File: src/sv/fsq_pkg.sv
// Package for the single-precision square root block: widths, constants, the stage type.
// No dependencies.
package fsq_pkg;
   localparam int MANT_W = 23;
   localparam int EXP_W = 8;
   localparam int RAD_W = 50;             // radicand width (25-bit mantissa << 25)
   localparam int ROOT_W = 25;            // integer root bits
   localparam int STEPS_PER_STAGE = 5;
   localparam int NUM_STAGES = ROOT_W / STEPS_PER_STAGE;
   localparam logic [31:0] PLUS_INF = 32'h7F80_0000;

   typedef struct packed {
      logic                valid;
      logic                last;
      logic                special;     // result fixed, skip root
      logic [31:0]         fixed;
      logic [EXP_W-1:0]    rexp;
      logic [RAD_W-1:0]    rad;         // remaining radicand bits, consumed two at a time
      logic [ROOT_W+1:0]   rem;         // partial remainder
      logic [ROOT_W-1:0]   root;        // partial root
   } stage_type;
endpackage

File: src/sv/float_sqrt_clamp_nonpositive_top.sv
// Single-precision square root stream block, top level.
// Depends on fsq_pkg, fsq_prep, fsq_root_stage, fsq_round.
//
// Usage: req_tdata carries a binary32 value, req_tlast marks the last item.
// rsp_tdata returns the correctly rounded square root for values greater
// than zero (subnormals included, +inf gives +inf); zeros, negatives and
// NaNs give plus zero. rsp_tlast copies req_tlast.
// Pipeline: the item passes seven registers (prep, five root stages of five
// bits each, round/output register); the first of them loads at the
// accepting edge, and rsp_tvalid rises when the last one loads.
// Throughput: one item per cycle unless stalled; five root stages set depth.
// Stall: when rsp_tready is low with a valid result, the whole pipeline
// holds; req_tready stays high while the output register is free or taken.
// Reset: synchronous active-high reset clears all valid bits; payload is
// left as is.
module float_sqrt_clamp_nonpositive_top import fsq_pkg::*; (
   input  logic        clock,
   input  logic        reset,
   input  logic        req_tvalid,
   output logic        req_tready,
   input  logic [31:0] req_tdata,   // [31:0] value_bits
   input  logic        req_tlast,
   output logic        rsp_tvalid,
   input  logic        rsp_tready,
   output logic [31:0] rsp_tdata,   // [31:0] root_bits
   output logic        rsp_tlast
);
   logic      adv;
   stage_type st [NUM_STAGES+1];

   assign adv = !rsp_tvalid || rsp_tready;
   assign req_tready = adv;

   fsq_prep u_prep (
      .clock, .reset, .adv,
      .in_valid(req_tvalid), .value_bits(req_tdata), .last_in(req_tlast),
      .q(st[0])
   );

   for (genvar g = 0; g < NUM_STAGES; g++) begin : g_root
      fsq_root_stage u_stage (.clock, .reset, .adv, .d(st[g]), .q(st[g+1]));
   end

   fsq_round u_round (
      .clock, .reset, .adv, .d(st[NUM_STAGES]),
      .valid(rsp_tvalid), .root_bits(rsp_tdata), .last_out(rsp_tlast)
   );
endmodule

File: src/sv/fsq_prep.sv
// Front stage: unpack, normalize subnormals, even exponent, build radicand.
// Depends on fsq_pkg.
module fsq_prep import fsq_pkg::*; (
   input  logic        clock,
   input  logic        reset,
   input  logic        adv,
   input  logic        in_valid,
   input  logic [31:0] value_bits,
   input  logic        last_in,
   output stage_type   q
);
   stage_type q_ff, q_in;
   logic [7:0]  expf;
   logic [22:0] frac;
   logic [4:0]  lz;
   logic [23:0] m;
   logic [24:0] m2;
   logic signed [9:0] e;
   logic signed [9:0] unb;

   always_comb begin
      expf = value_bits[30:23];
      frac = value_bits[22:0];
      lz = 5'd0;
      for (int i = 0; i < 23; i++) begin
         if (frac[i]) lz = 5'(22 - i);
      end
      if (expf == 8'd0) begin
         m = {1'b0, frac} << (lz + 5'd1);
         e = 10'sd0 - 10'(lz);
      end else begin
         m = {1'b1, frac};
         e = 10'(expf);
      end
      unb = e - 10'sd127;
      if (unb[0]) begin
         m2 = {m, 1'b0};
         unb = unb - 10'sd1;
      end else begin
         m2 = {1'b0, m};
      end
      q_in = '0;
      q_in.valid = in_valid;
      q_in.last = last_in;
      q_in.rexp = 8'((unb >>> 1) + 10'sd127);
      q_in.rad = {m2, 25'd0} >> 2;   // big = m2 << 23, aligned to even width
      q_in.special = 1'b1;
      if (value_bits[31] || value_bits == 32'd0) begin
         q_in.fixed = 32'd0;
      end else if (expf == 8'hFF) begin
         q_in.fixed = (frac != 23'd0) ? 32'd0 : PLUS_INF;
      end else begin
         q_in.special = 1'b0;
         q_in.fixed = 32'd0;
      end
   end

   always_ff @(posedge clock) begin
      if (reset) begin
         q_ff.valid <= 1'b0;
      end else if (adv) begin
         q_ff <= q_in;
      end
   end
   assign q = q_ff;
endmodule

File: src/sv/fsq_root_stage.sv
// One pipeline stage of restoring square root, several result bits per stage.
// Depends on fsq_pkg.
module fsq_root_stage import fsq_pkg::*; (
   input  logic      clock,
   input  logic      reset,
   input  logic      adv,
   input  stage_type d,
   output stage_type q
);
   stage_type q_ff, q_in;
   logic [ROOT_W+1:0] trial;

   always_comb begin
      q_in = d;
      for (int s = 0; s < STEPS_PER_STAGE; s++) begin
         q_in.rem = {q_in.rem[ROOT_W-1:0], q_in.rad[RAD_W-1 -: 2]};
         q_in.rad = q_in.rad << 2;
         trial = {q_in.root, 2'b01};
         if (q_in.rem >= trial) begin
            q_in.rem = q_in.rem - trial;
            q_in.root = {q_in.root[ROOT_W-2:0], 1'b1};
         end else begin
            q_in.root = {q_in.root[ROOT_W-2:0], 1'b0};
         end
      end
   end

   always_ff @(posedge clock) begin
      if (reset) begin
         q_ff.valid <= 1'b0;
      end else if (adv) begin
         q_ff <= q_in;
      end
   end
   assign q = q_ff;
endmodule

File: src/sv/fsq_round.sv
// Final stage: round to nearest, pack result, hold in the output register.
// Depends on fsq_pkg.
module fsq_round import fsq_pkg::*; (
   input  logic        clock,
   input  logic        reset,
   input  logic        adv,
   input  stage_type   d,
   output logic        valid,
   output logic [31:0] root_bits,
   output logic        last_out
);
   logic        valid_ff;
   logic [31:0] root_ff, root_in;
   logic        last_ff;
   logic [ROOT_W:0] r;
   logic [7:0]      rexp;

   always_comb begin
      r = {1'b0, d.root};
      rexp = d.rexp;
      if ({{(ROOT_W+1){1'b0}}, d.rem} > {2'b0, r[ROOT_W-1:0]})
         r = r + (ROOT_W+1)'(1);
      if (r[24]) begin
         r = r >> 1;
         rexp = rexp + 8'd1;
      end
      root_in = d.special ? d.fixed : {1'b0, rexp[7:0], r[22:0]};
   end

   always_ff @(posedge clock) begin
      if (reset) begin
         valid_ff <= 1'b0;
      end else if (adv) begin
         valid_ff <= d.valid;
         root_ff <= root_in;
         last_ff <= d.last;
      end
   end
   assign valid = valid_ff;
   assign root_bits = root_ff;
   assign last_out = last_ff;
endmodule
File: config.mk
export PLATFORM = sky130hd
export DESIGN_NAME = float_sqrt_clamp_nonpositive_top
export DESIGN_NICKNAME = d
export VERILOG_FILES = /design/src/sv/fsq_pkg.sv /design/src/sv/float_sqrt_clamp_nonpositive_top.sv /design/src/sv/fsq_prep.sv /design/src/sv/fsq_root_stage.sv /design/src/sv/fsq_round.sv
export SDC_FILE = /design/constraint.sdc
export NUM_CORES = 2
export LEC_CHECK = 0
export ABC_AREA = 0
export CAP_MARGIN = 25
export CORE_MARGIN = 1
export CORE_UTILIZATION = 59
export DETAILED_ROUTE_END_ITERATION = 12
export DONT_BUFFER_PORTS = 1
export PLACE_DENSITY = 0.87
export SLEW_MARGIN = 20
export SYNTH_ARGS = -nofsm -noshare
export SYNTH_HDL_FRONTEND = slang
export SYNTH_SLANG_ARGS = --single-unit
File: constraint.sdc
create_clock -name clock -period 29.4 [get_ports clock]
set_clock_uncertainty 0.15 [all_clocks]
set_input_delay 2.94 -clock clock [delete_from_list [all_inputs] [get_ports clock]]
set_output_delay 2.94 -clock clock [all_outputs]
set_load 0.05 [all_outputs]
==> impl.org <==
** Pwr
- Gate power share :: 62.5%
- Design internal power :: 1.88 mW
- Across the VDD grid, the largest voltage drop is about 0.00011 V.
- Of the total power, registers draw ~23%.
- Power per standard cell area :: just under 90 nW/µm²
- Cell leakage power :: around 16 nW
- Switching power share of the total :: 46.1%
- Part of the power in the clock network :: 15.0%
- In this run the power spent charging and discharging nets is 1.61 mW.

** Clock network
- CTS hold repair buffers :: 0
- Post-CTS repair changed the size of 0 cells.
- CTS tree :: built
- Clock-pin slew was measured on the worst setup and hold paths at 0.07 ns.
- Deepest clock path buffer count :: 3
- In this run, CTS created clock tree buffers numbering 40.
- Worst skew pair latency :: 0.58 ns
- The clock net in this run drives a total of 348 sinks.
- CTS built an H-tree with a depth of 2.
- Post-CTS setup buffer count :: 0
- Root Buffer :: sky130_fd_sc_hd__clkbuf_16

** Final layout
- Filler cells :: 5,148
- Of the cells placed in the final design, the portion with a size suffix greater than 1 is 6.16%.
- Area grow syn2layout :: 5.64%
- Measured on the finished design, the core utilization comes to 63.4%.
- Antenna Diode Count :: 0
- In the final design database the tool counted 4,735 nets.

** Logic synthesis
- Synthesis inferred 348 register bits.
- Proportion of synthesized chip area in sequential cells :: between 20 and 30%
- Async set or reset register ratio after synthesis :: 0%
- Count of different cell masters after synthesis :: about 120
- The Yosys step of the flow raised 0 warnings.
- Avg Synthesized Cell Area :: 8.38 µm²
- Post-synthesis cell count :: 4,436
- Flip-flop cell with the highest count after synthesis :: sky130_fd_sc_hd__edfxtp_1
- Counting flops with a built-in enable in the synthesized netlist gives roughly 340.
- The synthesized netlist occupies a cell area of 37,200 µm².

** Floorplan
- Die Outline Area :: 64,000 µm²
- The initialized floorplan defines 91 standard-cell rows.
- Vertical extent of the die :: between 200 and 300 µm
- The total area inside the core boundary comes to between 60,000 and 70,000 µm².
- Die X-Extent :: 253 µm
- The initial utilization of the core area, before any placement, comes to 60.0%.
- 72 I/O pins were placed.

** Setup path
- STA puts the critical path data required time at 29.56 ns.
- Measured in cells, the most critical reg-to-reg path has a length of 66.
- Endpoint class of the critical path :: flip-flop
- Crit Path Category :: reg -> reg
- Crit-path max cell delay :: 0.94 ns
- By instance count, the cell type seen most on the critical path is sky130_fd_sc_hd__a21o_1.
- Along the worst path, the maximum fanout reaches 38.
- The worst setup path is launched from a flip-flop.
- Worst Path Arrival :: 18.90 ns
- Slowest CP cell :: sky130_fd_sc_hd__inv_1

** Placed design
- Input and output buffers added on the ports amount to 0.
- The HPWL after detailed placement is between 70 and 80 mm.
- RePlAce Congestion :: 0.987

** Global routing
- Sum of overflow across all layers after global routing :: 0
- Vias in the first global route :: 31,586
- Combined global-route utilization of all metal layers :: a little under a third
- Antenna violations before repair :: 0
- Largest net degree at the start of global routing :: 180
- The first global-routing pass estimated 161 mm of wire.

** Timing
- Hold timing on the final database bottoms out at a slack of 0.259 ns.
- Period utilisation layout :: between 60% and 70%
- Setup TNS :: 0 ns
- Number of hold-slack violations in the final timing report :: 0
- Achievable frequency :: ~53 MHz
- RSZ-0062 raised after global routing :: false
- Final setup violating endpoints :: 0
- Slew Viols, Final :: 0
- Slew at the pin with the worst max-slew slack :: between 1 and 1.5 ns
- The routed design could run at a clock period as short as 18.74 ns.
- Headroom to the max-slew limit came out at between 20% and 30%.

** Routing
- The first detailed-routing pass took 6 iterations.
- The detail route stage leaves a number of antenna-violating nets equal to 0.
- Wire length reported by the detailed router :: around 100 mm
- Initial drt markers :: approximately 3,600
- Vias per cell :: 6.49
- Across all layers, the routed design uses 33,987 vias.
- In the final routed layout, each cell accounts on average for approximately 19 µm.
- Post-route DRC violation count :: 0

** Hold path
- The worst hold path was traced through 0 stages.
- Worst hold path class :: reg -> reg

** Flow run
- The tool flagged a number of max-cap violations equal to 0.

** Run status
- The flow ran to the end, and the final reports show no timing, DRC or antenna violations.
-- kinds of logic after synthesis --
family,synth area share (%)
and+or+nand+nor,19.7
muxes,4.58
other,0.0202
xor gates and xnor gates,8.53
AOI/OAI and AO/OA,24.0
DFF,27.9
buffers and inverters,4.05
adders and majority gates,11.2
-- placed cells by master (no fill, tap or decap), types with 17 or more instances in the layout --
cell                        Yosys  layout
sky130_fd_sc_hd__nand3_1      103     103
sky130_fd_sc_hd__nand4_1       61      61
sky130_fd_sc_hd__or3_1         39      39
sky130_fd_sc_hd__xor2_1       101     101
sky130_fd_sc_hd__o21ai_0      212     211
sky130_fd_sc_hd__a31oi_1       54      54
sky130_fd_sc_hd__inv_1        242     242
sky130_fd_sc_hd__o31ai_1       52      52
sky130_fd_sc_hd__or4_1         22      22
sky130_fd_sc_hd__xnor2_1      261     260
sky130_fd_sc_hd__a211oi_1      41      41
sky130_fd_sc_hd__or2_2         40      40
sky130_fd_sc_hd__a21oi_1      443     441
sky130_fd_sc_hd__nand2b_1      51      51
sky130_fd_sc_hd__clkbuf_16      0      40
sky130_fd_sc_hd__mux2i_1       87      87
sky130_fd_sc_hd__ha_1         329     329
sky130_fd_sc_hd__nor3_1       128     128
sky130_fd_sc_hd__and2_1        38      38
sky130_fd_sc_hd__o21ai_1       17      17
sky130_fd_sc_hd__o21bai_1      55      54
sky130_fd_sc_hd__buf_4          6      18
sky130_fd_sc_hd__and3_1        55      55
sky130_fd_sc_hd__a211o_1       18      18
sky130_fd_sc_hd__o21a_1        58      58
sky130_fd_sc_hd__nand2_1      331     331
sky130_fd_sc_hd__mux2_2        66      66
sky130_fd_sc_hd__nor2b_1       44      44
sky130_fd_sc_hd__a21o_1       143     143
sky130_fd_sc_hd__o31a_1        24      24
sky130_fd_sc_hd__edfxtp_1     341     341
sky130_fd_sc_hd__nor2_1       438     437
sky130_fd_sc_hd__o211ai_1      45      45
sky130_fd_sc_hd__nor4_1        54      54
-- path summary, 6_finish.rpt --
path	from	endpoint	slack, ns
worst min-delay path	u_prep.q[76]$_DFFE_PP_	g_root[0].u_stage.q[86]$_DFFE_PP_	0.26
worst min register to register	u_prep.q[76]$_DFFE_PP_	g_root[0].u_stage.q[86]$_DFFE_PP_	0.26
worst max-delay path	g_root[1].u_stage.q[6]$_DFFE_PP_	g_root[2].u_stage.q[28]$_DFFE_PP_	10.66
worst max register to register	g_root[1].u_stage.q[6]$_DFFE_PP_	g_root[2].u_stage.q[28]$_DFFE_PP_	10.66
-- cells in the mapped netlist, types with 55 or more instances --
master                       n  area (µm²)
sky130_fd_sc_hd__xor2_1    101         885
sky130_fd_sc_hd__nor3_1    128         641
sky130_fd_sc_hd__mux2_2     66         743
sky130_fd_sc_hd__inv_1     242         908
sky130_fd_sc_hd__edfxtp_1  341       10200
sky130_fd_sc_hd__a21oi_1   443        2220
sky130_fd_sc_hd__o21bai_1   55         413
sky130_fd_sc_hd__o21a_1     58         435
sky130_fd_sc_hd__mux2i_1    87         871
sky130_fd_sc_hd__nand3_1   103         515
sky130_fd_sc_hd__a21o_1    143        1070
sky130_fd_sc_hd__xnor2_1   261        2290
sky130_fd_sc_hd__o21ai_0   212        1060
sky130_fd_sc_hd__and3_1     55         344
sky130_fd_sc_hd__nor2_1    438        1640
sky130_fd_sc_hd__ha_1      329        4120
sky130_fd_sc_hd__nand4_1    61         382
sky130_fd_sc_hd__nand2_1   331        1240
sky130_fd_sc_hd__clkbuf_1   94         353
-- power by group through the flow --
stage	Sequential [mW]	Clock (mW)	Combinational (mW)
after floorplan	0.777	0	1.69
after global placement	0.790	0	2.04
after detailed placement	0.793	0	2.11
after CTS	0.785	0.529	2.14
after global routing	0.793	0.546	2.39
final	0.785	0.523	2.18
-- final cells by class --
cell class              instances  area [µm²]  area share [%]
repair buffers                 22         199           0.506
clock buffers                  45        1020            2.60
clock inverters                29         353           0.898
flip-flops and latches        348       10400            26.4
multi-input cells            3702       25300            64.5
well taps                     837        1050            2.67
inverters                     252         948            2.41
-- per-stage QoR --
stage          total power, mW  worst slack (ns)  cell area (µm²)  instances
6_report                  3.49             10.66            39300       5235
2_1_floorplan             2.47             10.93            37200       4438
4_1_cts                   3.45             10.92            39200       5232
5_1_grt                   3.73              8.82            39300       5235
3_3_place_gp              2.83             11.37            37900       5158
3_5_place_dp              2.90             11.04            37900       5158
-- metal layers --
layer | wire, µm | track usage (%) | vias up
met1 | 42700 | 40.1 | 15893
met5 | 0 | 0 | -
met3 | 6710 | 3.46 | 243
li1 | - | - | 16444
met2 | 46700 | 50.8 | 1407
met4 | 4170 | 12.8 | 0
-- flip-flops by register name, indices dropped and copies added, names as in the netlist --
register	cells
g_root.u_stage.q	278
u_prep.q	37
u_round.root_bits	31
u_round.last_out	1
u_round.valid	1
-- critical path, delay by kind of cell (launching register included) --
kind,cells,cell delay (ns)
flops,1,0.40
fa+ha+maj,5,1.61
simple gates,22,5.81
mux,1,0.30
xor+xnor,2,0.41
compound gates,28,6.54
buf+inv,8,3.20
(Power assumes the default switching activity.)
